--- config.mk ---
export PLATFORM = sky130hd
export DESIGN_NAME = wra_cell
export DESIGN_NICKNAME = d
export VERILOG_FILES = /design/src/rtl/wra_pkg.sv /design/src/rtl/wra_cell.sv
export SDC_FILE = /design/constraint.sdc
export NUM_CORES = 1
export LEC_CHECK = 0
export BUFFER_PORTS_ARGS = -buffer_cell sky130_fd_sc_hd__buf_2
export CELL_PAD_IN_SITES_DETAIL_PLACEMENT = 1
export CELL_PAD_IN_SITES_GLOBAL_PLACEMENT = 2
export CORE_MARGIN = 8
export CORE_UTILIZATION = 40
export DETAILED_ROUTE_END_ITERATION = 7
export MAX_ROUTING_LAYER = met4
export PLACE_DENSITY = 0.82
export SLEW_MARGIN = 15
export SYNTH_ARGS = -nofsm -noshare
export SYNTH_HDL_FRONTEND = slang
export SYNTH_SLANG_ARGS = --single-unit
export TNS_END_PERCENT = 1
--- constraint.sdc ---
create_clock -name clk_i -period 8.97 [get_ports clk_i]
set_clock_uncertainty 0.1 [all_clocks]
set_input_delay 0.897 -clock clk_i [delete_from_list [all_inputs] [get_ports clk_i]]
set_output_delay 0.897 -clock clk_i [all_outputs]
set_load 0.05 [all_outputs]
--- src/rtl/wra_pkg.sv ---
// Shared types and constants of the weighted running average core.
package wra_pkg;

  localparam int SAMPLE_BITS  = 16;
  localparam int COEF_BITS    = 16;
  localparam int PROD_BITS    = SAMPLE_BITS + COEF_BITS + 1;
  localparam int IDX_BITS     = 4;
  localparam int CFG_BITS     = 5;
  localparam int CNT_BITS     = 4;
  localparam int MAX_TAPS_DEF = 16;

  localparam logic [CNT_BITS-1:0] COUNT_MAX     = 4'd15;
  localparam logic [CFG_BITS-1:0] TAP_COUNT_RST = 5'd1;

  typedef enum logic {
    CMD_LOAD   = 1'b0,
    CMD_SAMPLE = 1'b1
  } cmd_e;

  typedef struct packed {
    cmd_e                          command;
    logic [IDX_BITS-1:0]           coef_index;
    logic [COEF_BITS-1:0]          coef_value;
    logic signed [SAMPLE_BITS-1:0] sample;
    logic                          last_sample;
  } in_word_t;

  typedef struct packed {
    logic signed [SAMPLE_BITS-1:0] average;
    logic                          last_out;
  } out_word_t;

  // Per-cycle control broadcast to every cell of the history chain.
  typedef struct packed {
    logic step;
    logic fill;
  } cell_ctrl_t;

  // Valid and end-of-block mark that travel beside the data of a stage.
  typedef struct packed {
    logic valid;
    logic last;
  } stage_tag_t;

endpackage

--- src/rtl/wra_cell.sv ---
// One history cell: holds a sample, passes it on and forms its weighted product.
module wra_cell
  import wra_pkg::*;
(
  input  logic                          clk_i,
  input  cell_ctrl_t                    ctrl_i,
  input  logic signed [SAMPLE_BITS-1:0] fill_val_i,
  input  logic signed [SAMPLE_BITS-1:0] nbr_i,
  input  logic [COEF_BITS-1:0]          weight_i,
  output logic signed [SAMPLE_BITS-1:0] hist_o,
  output logic signed [PROD_BITS-1:0]   prod_o
);

  logic signed [SAMPLE_BITS-1:0] hist_q, hist_d;
  logic signed [PROD_BITS-1:0]   prod_q;

  // A block start loads every cell with the same sample.
  assign hist_d = ctrl_i.fill ? fill_val_i : nbr_i;

  always_ff @(posedge clk_i) begin
    if (ctrl_i.step) begin
      hist_q <= hist_d;
      prod_q <= PROD_BITS'(hist_d) * PROD_BITS'($signed({1'b0, weight_i}));
    end
  end

  assign hist_o = hist_q;
  assign prod_o = prod_q;

endmodule

==> results_tabular.tex <==
\begin{tabular}{lr}
\hline
Metric & Value \\
\hline
\multicolumn{2}{l}{\textbf{Run status}} \\
Run status & finished clean \\
\multicolumn{2}{l}{\textbf{STA}} \\
Final setup violation count & 0 \\
Final Hold Viols & 0 \\
Post-Route Hold Slack & approximately 1.0 ns \\
Max transition margin & 51.8\% \\
Post-layout min period & just over 7 ns \\
Setup repair after global routing missed its margin & no \\
Maximum frequency from static timing analysis & 142 MHz \\
Slew at the pin closest to its max-slew limit & 0.718 ns \\
Final critical-path share of the clock period & about 78\% \\
Pins Over Slew Limit & 0 \\
Total negative setup slack & 0 ns \\
\multicolumn{2}{l}{\textbf{Synthesis}} \\
Sequential element share of the synthesized area & between 10\% and 20\% \\
Number of warnings issued by yosys & 0 \\
Top FF cell, synth & edfxtp\_1 \\
Post-Syn Area per Cell & around 9.4 um\^{}2 \\
Post-Synthesis Net Count & 1,507 \\
Flops \& latches, synth & 49 \\
Ys async rst share & 0\% \\
Number of enable flip-flop cells after synthesis & $\sim$50 \\
Unique cell type count in the Yosys netlist & 51 \\
Syn Inst Count & $\sim$1,100 \\
Synthesized cell area & 10,700 um\^{}2 \\
\multicolumn{2}{l}{\textbf{Cells and area}} \\
Fraction of layout cells with a size suffix above 1 & 11.6\% \\
Leading cell type in the layout, fill and taps excluded & inv\_1 \\
Finished Layout Cells & 1,549 \\
Final nets & roughly 1,600 \\
Most used cells in the layout excluding fill and tap cells & inv\_1 (258), fa\_1 (194), nand2\_1 (148), ha\_1 (122), and2\_1 (102) \\
Synth-to-Final Area Change & 8.64\% \\
Count of antenna diodes in the layout & 0 \\
Filler Cells Inserted & 3,124 \\
Final standard cell utilization of the core & a little over two fifths \\
\multicolumn{2}{l}{\textbf{Global route}} \\
Largest net degree at the start of global routing & 50 \\
First-pass GRT wire length & 46,500 um \\
Global-route usage over all layers & roughly 18\% \\
Number of antenna violations at the first check in global routing & 0 \\
Leftover overflow at the end of global routing & 0 \\
Number of global-route vias before repair & a little under 9,000 \\
\multicolumn{2}{l}{\textbf{Place}} \\
Number of port buffers & 99 \\
Post-detailed-placement half-perimeter wirelength & between 20,000 and 25,000 um \\
DP Cell Count & between 1,500 and 2,000 \\
Weighted congestion reported at the end of routability-driven placement & roughly 0.83 \\
\multicolumn{2}{l}{\textbf{Routing}} \\
DRC violation count after routing & 0 \\
Sum of routed wire length over all layers & 28,500 um \\
Via density & between 5 and 6 \\
Via count & slightly below 8,000 \\
1st-iter DRT viols & $\sim$250 \\
Final antenna-violating net count & 0 \\
Number of search-and-repair iterations in the first detailed-routing pass & 4 \\
Mean routed wirelength per cell & between 15 and 20 um \\
\multicolumn{2}{l}{\textbf{Clocking}} \\
Post-CTS Setup Inserts & 0 \\
Root buffer cell & clkbuf\_16 \\
Number of gates given a new drive strength after cts & 0 \\
Hold buffers post-CTS & 0 \\
Sink count of the clock tree & $\sim$50 \\
TritonCTS clock tree & built \\
Clock transition at the register clock pins on the worst setup and hold paths after CTS & approximately 0.090 ns \\
H-tree depth & 2 \\
Bufs on Longest Clock Path & 2 \\
Total clock buffers created by CTS & 5 \\
\multicolumn{2}{l}{\textbf{Floorplanning}} \\
Placement Rows & 60 \\
Die outline area & between 30,000 and 40,000 um\^{}2 \\
Placeable core region & around 27,000 um\^{}2 \\
Overall die width & around 180 um \\
Die outline height & approximately 180 um \\
Io pins & 100 \\
Initial cell density of the core & about two fifths \\
\multicolumn{2}{l}{\textbf{Worst setup path}} \\
Arrival time at the worst endpoint & 7.07 ns \\
Required time reported for the critical path endpoint & 9.00 ns \\
Kind of end point of the critical path & flip-flop \\
Crit-path max FO & 17 \\
Worst Setup Path Type & in2reg \\
CP Launch Type & input port \\
\multicolumn{2}{l}{\textbf{Job}} \\
Max cap viols & 0 \\
\multicolumn{2}{l}{\textbf{Min path}} \\
WHS Path Cells & 2 \\
Classification of the worst-slack hold path & in2reg \\
\hline
\end{tabular}
## metrics by stage
stage | area (um^2) | worst slack (ns)
CTS | 11700 | 1.93
finish | 11700 | 1.93
global placement | 11500 | 1.62
global route | 11700 | 1.66
detailed placement | 11500 | 1.60
floorplan | 10700 | 2.07
## sequential cells by signal, indices dropped and copies added (netlist names)
signal,cells
hist_o,16
prod_o,33
## worst max-delay path: stages
cell,delay [ns]
buf_2,0.34
mux2_2,0.53
and2_1,0.23
fa_1,0.53
inv_1,0.05
fa_1,0.46
fa_1,0.50
fa_1,0.57
inv_1,0.06
fa_1,0.49
fa_1,0.41
ha_1,0.38
nand4_1,0.14
nor3_1,0.63
o211ai_1,0.20
nand4bb_1,0.26
nand3_1,0.11
a211oi_1,0.28
## worst paths after layout
kind | start | endpoint | slack, ns
hold / removal | weight_i[0] | prod_o[0]$_DFFE_PP_ | 1.02
setup / recovery | ctrl_i[0] | prod_o[29]$_DFFE_PP_ | 1.93
## routing by layer
metal,track usage (%),share of wire (%)
met1,20.5,40
met2,34.3,55
met3,2.34,3.0
met4,4.70,1.9
met5,-,0
## synth_stat cells (10+ instances only)
cell / instances / share of area [%]
nor2b_1: 17 / 0.99
inv_1: 258 / 9.0
nand3_1: 10 / 0.47
nor2_1: 26 / 0.91
xnor2_1: 20 / 1.6
o21ai_0: 13 / 0.61
edfxtp_1: 49 / 14
and2_1: 102 / 5.9
mux2_2: 14 / 1.5
or2_2: 10 / 0.58
ha_1: 122 / 14
a21oi_1: 31 / 1.4
clkbuf_1: 31 / 1.1
fa_1: 194 / 36
buf_2: 10 / 0.47
nand2_1: 148 / 5.2
## cell type report
cell class                 count  area, um^2  area share [%]
clock inverter                 3        28.8           0.247
multi-input combinational    791        8130            69.7
timing repair buffer         102         518            4.44
inverter                     258         968            8.30
tap                          341         427            3.66
clock buffer                   5         125            1.07
sequential                    49        1470            12.6
## cells by family after synthesis
group	share of synthesized area, %
AND/OR/NAND/NOR	15.8
adder cells (fa/ha/maj)	50.4
buffers and inverters	10.6
AO/OA/AOI/OAI	5.52
flip-flops	13.7
XOR/XNOR	2.20
multiplexers	1.84
Power is left out: the tool's default activity adds up to more than one toggle a clock period on the data nets, which glitch-free logic cannot reach.
