$ cat config.mk
export PLATFORM = sky130hd
export DESIGN_NAME = wra_sum
export DESIGN_NICKNAME = d
export VERILOG_FILES = /design/src/rtl/wra_pkg.sv /design/src/rtl/wra_sum.sv
export SDC_FILE = /design/constraint.sdc
export NUM_CORES = 1
export LEC_CHECK = 0
export BUFFER_PORTS_ARGS = -buffer_cell sky130_fd_sc_hd__buf_2
export CORE_AREA = 2 2 215 217
export DETAILED_ROUTE_END_ITERATION = 8
export DIE_AREA = 0 0 217 219
export GPL_TIMING_DRIVEN = 0
export PLACE_DENSITY = 0.76
export SYNTH_ARGS = -nofsm -noshare
export SYNTH_HDL_FRONTEND = slang
export SYNTH_SLANG_ARGS = --single-unit
$ cat constraint.sdc
create_clock -name clk_i -period 6.8 [get_ports clk_i]
set_input_delay 0.68 -clock clk_i [delete_from_list [all_inputs] [get_ports clk_i]]
set_output_delay 0.68 -clock clk_i [all_outputs]
set_load 0.005 [all_outputs]
$ cat src/rtl/wra_pkg.sv
// Shared types and constants of the weighted running average core.
package wra_pkg;

  localparam int SAMPLE_BITS  = 16;
  localparam int COEF_BITS    = 16;
  localparam int PROD_BITS    = SAMPLE_BITS + COEF_BITS + 1;
  localparam int IDX_BITS     = 4;
  localparam int CFG_BITS     = 5;
  localparam int CNT_BITS     = 4;
  localparam int MAX_TAPS_DEF = 16;

  localparam logic [CNT_BITS-1:0] COUNT_MAX     = 4'd15;
  localparam logic [CFG_BITS-1:0] TAP_COUNT_RST = 5'd1;

  typedef enum logic {
    CMD_LOAD   = 1'b0,
    CMD_SAMPLE = 1'b1
  } cmd_e;

  typedef struct packed {
    cmd_e                          command;
    logic [IDX_BITS-1:0]           coef_index;
    logic [COEF_BITS-1:0]          coef_value;
    logic signed [SAMPLE_BITS-1:0] sample;
    logic                          last_sample;
  } in_word_t;

  typedef struct packed {
    logic signed [SAMPLE_BITS-1:0] average;
    logic                          last_out;
  } out_word_t;

  // Per-cycle control broadcast to every cell of the history chain.
  typedef struct packed {
    logic step;
    logic fill;
  } cell_ctrl_t;

  // Valid and end-of-block mark that travel beside the data of a stage.
  typedef struct packed {
    logic valid;
    logic last;
  } stage_tag_t;

endpackage

$ cat src/rtl/wra_sum.sv
// Registered adder tree over the cell products, rounding, saturation and output register.
module wra_sum
  import wra_pkg::*;
#(
  parameter int MAX_TAPS = MAX_TAPS_DEF
) (
  input  logic                        clk_i,
  input  logic                        rst_ni,
  input  logic signed [PROD_BITS-1:0] prod_i [MAX_TAPS],
  input  stage_tag_t                  tag_i,
  output logic                        ready_o,
  output logic                        out_valid_o,
  input  logic                        out_ready_i,
  output out_word_t                   out_word_o
);

  localparam int ACC_BITS = PROD_BITS + $clog2(MAX_TAPS);
  // Four inputs per node; three levels reach at most 64 taps.
  localparam int LEVELS   = (MAX_TAPS <= 4) ? 1 : ((MAX_TAPS <= 16) ? 2 : 3);

  localparam logic signed [ACC_BITS-1:0] SAT_HI =
    {{(ACC_BITS-SAMPLE_BITS+1){1'b0}}, {(SAMPLE_BITS-1){1'b1}}};
  localparam logic signed [ACC_BITS-1:0] SAT_LO = ~SAT_HI;

  logic signed [ACC_BITS-1:0] tree_in [LEVELS][MAX_TAPS];
  logic signed [ACC_BITS-1:0] node_q  [LEVELS][MAX_TAPS];
  logic [LEVELS-1:0]          vld_q, lst_q;
  logic [LEVELS:0]            rdy;
  logic                       out_valid_q;
  out_word_t                  out_word_q;

  assign rdy[LEVELS] = !out_valid_q || out_ready_i;

  for (genvar l = 0; l < LEVELS; l++) begin : g_lvl
    logic vld_in, lst_in;

    assign rdy[l] = !vld_q[l] || rdy[l+1];

    if (l == 0) begin : g_tag_in
      assign vld_in = tag_i.valid;
      assign lst_in = tag_i.last;
    end else begin : g_tag_fwd
      assign vld_in = vld_q[l-1];
      assign lst_in = lst_q[l-1];
    end

    for (genvar k = 0; k < MAX_TAPS; k++) begin : g_in
      if (l == 0) begin : g_first
        assign tree_in[l][k] = ACC_BITS'(prod_i[k]);
      end else begin : g_next
        assign tree_in[l][k] = node_q[l-1][k];
      end
    end

    for (genvar i = 0; i < MAX_TAPS; i++) begin : g_node
      logic signed [ACC_BITS-1:0] term [4];
      for (genvar j = 0; j < 4; j++) begin : g_term
        if (4 * i + j < MAX_TAPS) begin : g_used
          assign term[j] = tree_in[l][4*i+j];
        end else begin : g_pad
          assign term[j] = '0;
        end
      end
      always_ff @(posedge clk_i) begin
        if (rdy[l]) begin
          node_q[l][i] <= (term[0] + term[1]) + (term[2] + term[3]);
        end
      end
    end

    always_ff @(posedge clk_i or negedge rst_ni) begin
      if (!rst_ni) begin
        vld_q[l] <= 1'b0;
        lst_q[l] <= 1'b0;
      end else if (rdy[l]) begin
        vld_q[l] <= vld_in;
        lst_q[l] <= lst_in;
      end
    end
  end

  // Shift right with truncation toward zero, then clamp to the sample range.
  logic signed [ACC_BITS-1:0] acc, bias, quot;
  logic signed [SAMPLE_BITS-1:0] avg;

  always_comb begin
    acc  = node_q[LEVELS-1][0];
    bias = '0;
    if (acc[ACC_BITS-1]) begin
      bias[COEF_BITS-1:0] = '1;
    end
    quot = (acc + bias) >>> COEF_BITS;
    if (quot > SAT_HI) begin
      avg = SAT_HI[SAMPLE_BITS-1:0];
    end else if (quot < SAT_LO) begin
      avg = SAT_LO[SAMPLE_BITS-1:0];
    end else begin
      avg = quot[SAMPLE_BITS-1:0];
    end
  end

  always_ff @(posedge clk_i or negedge rst_ni) begin
    if (!rst_ni) begin
      out_valid_q <= 1'b0;
    end else if (rdy[LEVELS]) begin
      out_valid_q <= vld_q[LEVELS-1];
    end
  end

  always_ff @(posedge clk_i) begin
    if (rdy[LEVELS]) begin
      out_word_q.average  <= avg;
      out_word_q.last_out <= lst_q[LEVELS-1];
    end
  end

  assign ready_o     = rdy[0];
  assign out_valid_o = out_valid_q;
  assign out_word_o  = out_word_q;

endmodule

==> impl_metrics.ini, run 1 <==
[final_layout]
syn_to_final_growth_pct = 17.7
drive_above_1_share_pct = 20.4
final_cell_mix = inv_1, buf_2, fa_1
design_area_sq_um = 28400
fillers = 3851
fin_nets = 4097
final_common_cell = inv_1
final_cells = 3657
fin_util_pct = 63.0

[timing]
finalSetupViolCount = 0
clock.fmax_mhz = 210
period_minus_slack_ns = 4.76
clock_skew_ns = 0.0139
rsz0062_at_grt = no
hold_viol_final = 0
slew_violations = 0
worstMarginPinSlew_ns = 1.36
timing.final.crit_share_pct = 70.0
slew_headroom_pct = 6.85

[synth]
synth_edf_count = 194
synth_nets = 3516
synth.distinct_cells = 71
muxShareOfSynthArea_pct = 0.0933
synth_top_area_share_pct = 28.1
ys_async_sr_fraction_pct = 2.51
synth-adder-area-share_pct = 37.8
synth_compound_area_share_pct = 12.8
synth_area_leaders = fa_1, edfxtp_1, inv_1
synth-xor-area-share_pct = 6.10
yosysTopAreaCell = fa_1
syn_inst = 2457
ys_seq_area_share_pct = 24.7
ys.flop_type = edfxtp_1
synthSimpleGateAreaFrac_pct = 6.28
ys_seq_elements = 199
syn_avg_cell_area_sq_um = 9.82
synth_warnings = 0
syn_area_sq_um = 24100
synth_top_family_by_area = adder cells

[critical_path]
startpoint_type = input port
crit_arrival_ns = 4.97
crit_chain = buf_2, inv_1, fa_1, fa_1, inv_1, ha_1, a211oi_1, o21ai_0, nand3_1, a2111oi_0, o21a_1, o21a_1, o21ai_1, a21oi_1, a41oi_1, xnor2_1
r2r_slack_ns = 2.15
end_kind = register
worst-path-buf-inv = 3
ff2ff_path_depth = 16
cp_slowest_cell = a2111oi_0
cp_top_family = compound AO/OA/AOI/OAI gates
worstPathRequired_ns = 7.01
reg2reg_from = node_q[0][1]
critical_path_class = in -> reg
r2r_end = node_q[1][136]
slowest_delay_ns = 1.18
cp_max_fo = 3

[placement]
place_area_sq_um = 27800
place.detailed.hpwl_mm = 54.3
dp.cells = 3619
gp_congestion = 0.892
place.port_buffers = 551

[clocking]
cts_hold_buffers = 0
cts_resized = 0
numCtsBuffers = 17
cts_sinks = 199
clock-root-buffer = clkbuf_16
htree_levels = 4
cts.path.max_buffers = 2
cts_setup_buffers = 0
tritoncts = built
clock_latency_ns = 0.45
clk_pin_slew_ns = 0.08

[routing]
drcViolationCount = 0
wl_per_cell_um = 16.5
drt-initial-drc-count = 984
antenna_left = 0
num_vias = 18500
wl_mm = 60.3
vias_per_cell = 5.06
first_pass_iters = 8

[die]
dieArea_sq_um = 47500
ios = 552
die_x_um = 217
rows = 78
initial_utilization_pct = 53.5
core_area_sq_um = 45100
fp.dieH_um = 219

[run_status]
status = completed

[grt]
grt_max_degree = 23
track_usage_pct = 26.0
grt_pass1_vias = 19900
antenna_found_initial = 9
grt_pass1_wl_mm = 96.4
grt_overflow = 0

[power_and_ir_drop]
power_w = 0.0169
p_leak_nw = 15.0
power.density_nw_per_um2 = 595
ir_worst_vdd_v = 0.000683

[min_path]
hold_path.class = in -> async

[job]
drv_cap = 0
-- metal layers --
layer | share of wire [%] | global-route usage (%) | up-vias
met3 | 4.6 | 3.88 | 103
li1 | - | - | 8950
met2 | 53 | 49.4 | 550
met4 | 3.7 | 9.27 | 0
met5 | 0 | 0 | -
met1 | 39 | 29.6 | 8895
-- logic make-up (layout without fill, tap and decap cells) --
logic type                 after synthesis  after routing
xor gates and xnor gates               168            168
adders and majority gates              526            526
and+or+nand+nor                        302            302
other                                    0              6
AOI/OAI and AO/OA                      471            471
muxes                                    2              2
DFF                                    199            199
buffers and inverters                  789           1383
-- layout make-up --
type | count | area (sq um) | share of cell area [%]
flip-flops and latches | 199 | 5950 | 20.9
inverters | 783 | 2940 | 10.3
clock buffers | 17 | 425 | 1.50
clock inverters | 15 | 181 | 0.638
repair buffers | 562 | 2910 | 10.2
multi-input cells | 1469 | 15200 | 53.6
diodes | 6 | 15.0 | 0.0528
well taps | 600 | 751 | 2.64
plain buffers | 6 | 23.8 | 0.0836
-- metrics by stage --
| step | setup TNS [ns] | worst slack (ns) | hold slack, ns |
|---|---|---|---|
| final | 0 | 2.04 | 0.0314 |
| after global routing | 0 | 1.78 | 0.0188 |
| after CTS | 0 | 2.07 | 0.0213 |
| after detailed placement | 0 | 1.61 | 0.438 |
| after global placement | -256.97 | -1.82 | 0.426 |
| after floorplan | 0 | 0.244 | 0.384 |
-- cells in the mapped netlist, drive strengths merged, types with 4 or more instances --
cell type	count
ha	187
and4	7
nor2	80
clkbuf	6
a211o	4
o31ai	7
xnor2	128
o21a	27
o211ai	5
or2	5
a31o	6
edfxtp	194
nor3	19
o21ai	92
nand2	61
a31oi	17
a221o	4
o31a	5
dfrtp	5
o21bai	25
o41ai	5
and2	7
a211oi	12
nor2b	19
nand4	13
nand3	39
fa	339
a2111oi	5
nand2b	20
a21o	74
a21oi	150
and3	21
inv	783
xor2	40
-- worst reg2reg max path, cell delays in order, from the launching register on --
cell	delay (ns)
edfxtp_1	0.38
inv_1	0.07
fa_1	0.49
fa_1	0.50
inv_1	0.05
ha_1	0.21
fa_1	0.46
a21o_1	0.17
a21oi_1	0.20
o21bai_1	0.09
a21o_1	0.23
a2111oi_1	0.59
o31a_1	0.33
nand3_1	0.12
a31o_2	0.25
a21oi_1	0.19
xnor2_1	0.08
-- sequential cells by signal, indices dropped and copies added (netlist names) --
| register | flops |
|---|---|
| lst_q | 1 |
| g_lvl.lst_in | 1 |
| out_word_o | 17 |
| out_valid_o | 1 |
| node_q | 177 |
| vld_q | 1 |
| g_lvl.vld_in | 1 |
-- worst max path at each step --
stage / start / to / slack (ns) / cells past startpoint
CTS: prod_i[266] / node_q[0][110] / 2.07 / 16
detailed placement: prod_i[266] / node_q[0][110] / 1.61 / 16
floorplan: out_ready_i / g_lvl[1].lst_in / 0.24 / 2
global route: prod_i[1] / node_q[0][19] / 1.78 / 16
global placement: out_ready_i / node_q[0][98] / -1.82 / 2
finish: prod_i[266] / node_q[0][110] / 2.04 / 16
-- power by group --
group,switching [W],internal [W]
Sequential,0.000338,0.00283
Combinational,0.00714,0.00558
Clock,0.000518,0.000499
Total,0.00799,0.00891
Power figures use the tool's default switching activity.
==> inputs of run 2 (changes only) <==
Settings changed: ABC_AREA set to 1, CORE_AREA 2 2 215 217 to unset, CORE_MARGIN set to 1, CORE_UTILIZATION set to 52, DIE_AREA 0 0 217 219 to unset.
Clock period 6.8 ns to 4.15 ns, I/O delays scaled along.
==> run 2 against run 1 <==
Non-clock buffer count fell by 9. Utilization down 1.7 points. Synthesized cell count rose by 34%. Critical path type unchanged. Highest routed layer unchanged.
==> impl_metrics.ini, run 2 <==
[grt]
met2_usage_pct = 49.5
grt_max_degree = 100
grt_pass1_wl_mm = 117
track_usage_pct = 28.6
grt_use_met3_pct = 2.96
top_usage_layer = met2
grt_overflow = 0
globalRouteMet1Util_pct = 37.8
grt_pass1_vias = 22900
antenna_found_initial = 2

[placement]
place_area_sq_um = 30200
gp_congestion = 0.956
place.detailed.hpwl_mm = 64.8
place.port_buffers = 551

[run_status]
status = completed

[routing]
drcViolationCount = 0
drt-initial-drc-count = 1674
vias_per_cell = 4.95
wl_mm = 72.3
antenna_left = 0
wl_per_cell_um = 15.9
first_pass_iters = 7
num_vias = 22500

[timing]
period_minus_slack_ns = 3.94
hold_viol_final = 0
clock_skew_ns = 0.0151
rsz0062_at_grt = no
timing.final.crit_share_pct = 94.9
whs_ns = 0.172
worstMarginPinSlew_ns = 0.815
tns_ns = 0
slew_violations = 0
finalSetupViolCount = 0
clock.fmax_mhz = 254
slew_headroom_pct = 45.6

[critical_path]
startpoint_type = input port
crit_chain = buf_2, inv_1, fa_1, fa_1, inv_1, ha_1, inv_1, fa_1, o21ai_0, a21boi_0, inv_1, a21oi_1, nand3b_1, nand2_1, xor2_1
r2r_end = node_q[1][139]
critical_path_class = in -> reg
reg2reg_from = node_q[0][40]
r2r_slack_ns = 0.23
ff2ff_path_depth = 13
slowest_delay_ns = 0.58
cp_max_fo = 3
crit_arrival_ns = 4.13
end_kind = register
cp_slowest_cell = fa_1
crit_top_cell = inv_1
worstPathRequired_ns = 4.34

[synth]
synth_area_leaders = fa_1, edfxtp_1, inv_1
ys_seq_elements = 199
synth_most_common_cell = inv_1
syn_area_sq_um = 26600
synth_nets = 4340
synth_top_area_share_pct = 25.5
synth_edf_count = 194
syn_avg_cell_area_sq_um = 8.11
synth_common_cells = inv_1, nand2_1, fa_1, nor2_1, edfxtp_1
synth_warnings = 0
ys.flop_type = edfxtp_1
ys_seq_area_share_pct = 22.4
syn_inst = 3281
yosysTopAreaCell = fa_1
ys_async_sr_fraction_pct = 2.51
synth.distinct_cells = 39

[die]
rows = 82
core_area_sq_um = 50300
initial_utilization_pct = 52.9
ios = 552
fp.dieH_um = 228
die_x_um = 228
dieArea_sq_um = 52100

[clocking]
clk_pin_slew_ns = 0.08
clock-root-buffer = clkbuf_16
cts_setup_buffers = 0
numCtsBuffers = 17
htree_levels = 4
cts_sinks = 199
cts.path.max_buffers = 2
clock_latency_ns = 0.44
tritoncts = built

[final_layout]
design_area_sq_um = 30800
multi_input_area_sq_um = 16900
final_common_cell = inv_1
final_cell_mix = inv_1, buf_2, nand2_1
fin_nets = 4912
largest_reg_flops = 177
syn_to_final_growth_pct = 16.0
fillers = 4703
largest_register = node_q
drive_above_1_share_pct = 15.6
seqCellArea_sq_um = 5950

[min_path]
hold_path_startpoint = tag_i[1]
hold_path.class = in -> reg
hold_end = g_lvl[1].vld_in
hold_path_depth = 3

[job]
drv_cap = 0
==> run 2: cell types whose count changed after synthesis, sizes merged, moves of 18 or more <==
cell | before | now
xnor2 | 128 | 51
nor2b | 19 | 0
nor2 | 80 | 295
a31oi | 17 | 39
a21oi | 150 | 192
xor2 | 40 | 109
inv | 783 | 986
and3 | 21 | 1
nand2 | 61 | 545
o21a | 27 | 5
nand3 | 39 | 73
o21ai | 92 | 110
nand2b | 20 | 0
a21o | 74 | 28
==> run 2: worst max path at each step <==
stage / start / endpoint / slack [ns] / cells past startpoint
floorplan: prod_i[397] / node_q[0][142] / 0.78 / 14
global placement: out_ready_i / ready_o / -0.27 / 6
detailed placement: prod_i[397] / node_q[0][142] / -0.1 / 15
CTS: prod_i[397] / node_q[0][142] / 0.23 / 15
global route: prod_i[397] / node_q[0][142] / 0.04 / 15
finish: prod_i[397] / node_q[0][142] / 0.21 / 15
==> run 2: worst max-delay path: cells and delay by family <==
kind	cells	cell delay, ns
adder cells (fa/ha/maj)	4	1.69
AO/OA/AOI/OAI	3	0.84
buffers and inverters	5	0.45
XOR/XNOR	1	0.41
AND/OR/NAND/NOR	2	0.34
==> run 2: cell families after synthesis <==
kind of cell | share of synthesized area [%]
xor gates and xnor gates | 5.27
adders and majority gates | 34.3
muxes | 0.0423
AOI/OAI and AO/OA | 9.11
DFF | 22.4
and+or+nand+nor | 14.8
buffers and inverters | 14.1
==> run 2: final cells by class <==
cell class / instances / share of cell area (%)
multi-input cells: 2090 / 54.9
plain buffers: 6 / 0.122
repair buffers: 553 / 9.06
flip-flops and latches: 199 / 19.3
well taps: 672 / 2.73
clock buffers: 17 / 1.38
clock inverters: 15 / 0.527
diodes: 2 / 0.0162
inverters: 986 / 12.0
==> run 2: through the flow <==
step	utilization [%]	setup WS, ns	std cells
floorplan	-	0.782	3281
global placement	60.1	-0.270	4504
global route	61.4	0.0445	4540
CTS	61.3	0.233	4538
finish	61.4	0.212	4540
detailed placement	60.1	-0.0977	4505
==> run 2: what timing repair did <==
| action | 4_1_cts | 5_1_grt |
|---|---|---|
| hold buffers | 1 | 0 |
| gates resized for setup | 0 | 1 |
| hold endpoints to repair | 5 | 0 |
| endpoints found under the setup margin | 0 | 1 |
==> run 2: per-layer routing <==
layer | routed length, um | part of all wire (%)
met1 | 30900 | 43
met2 | 35100 | 49
met3 | 4120 | 5.7
met4 | 2160 | 3.0
met5 | 0 | 0
Power of run 2 is not shown: default switching activity piles up to over one toggle a cycle in this logic, so the estimate is an artifact.
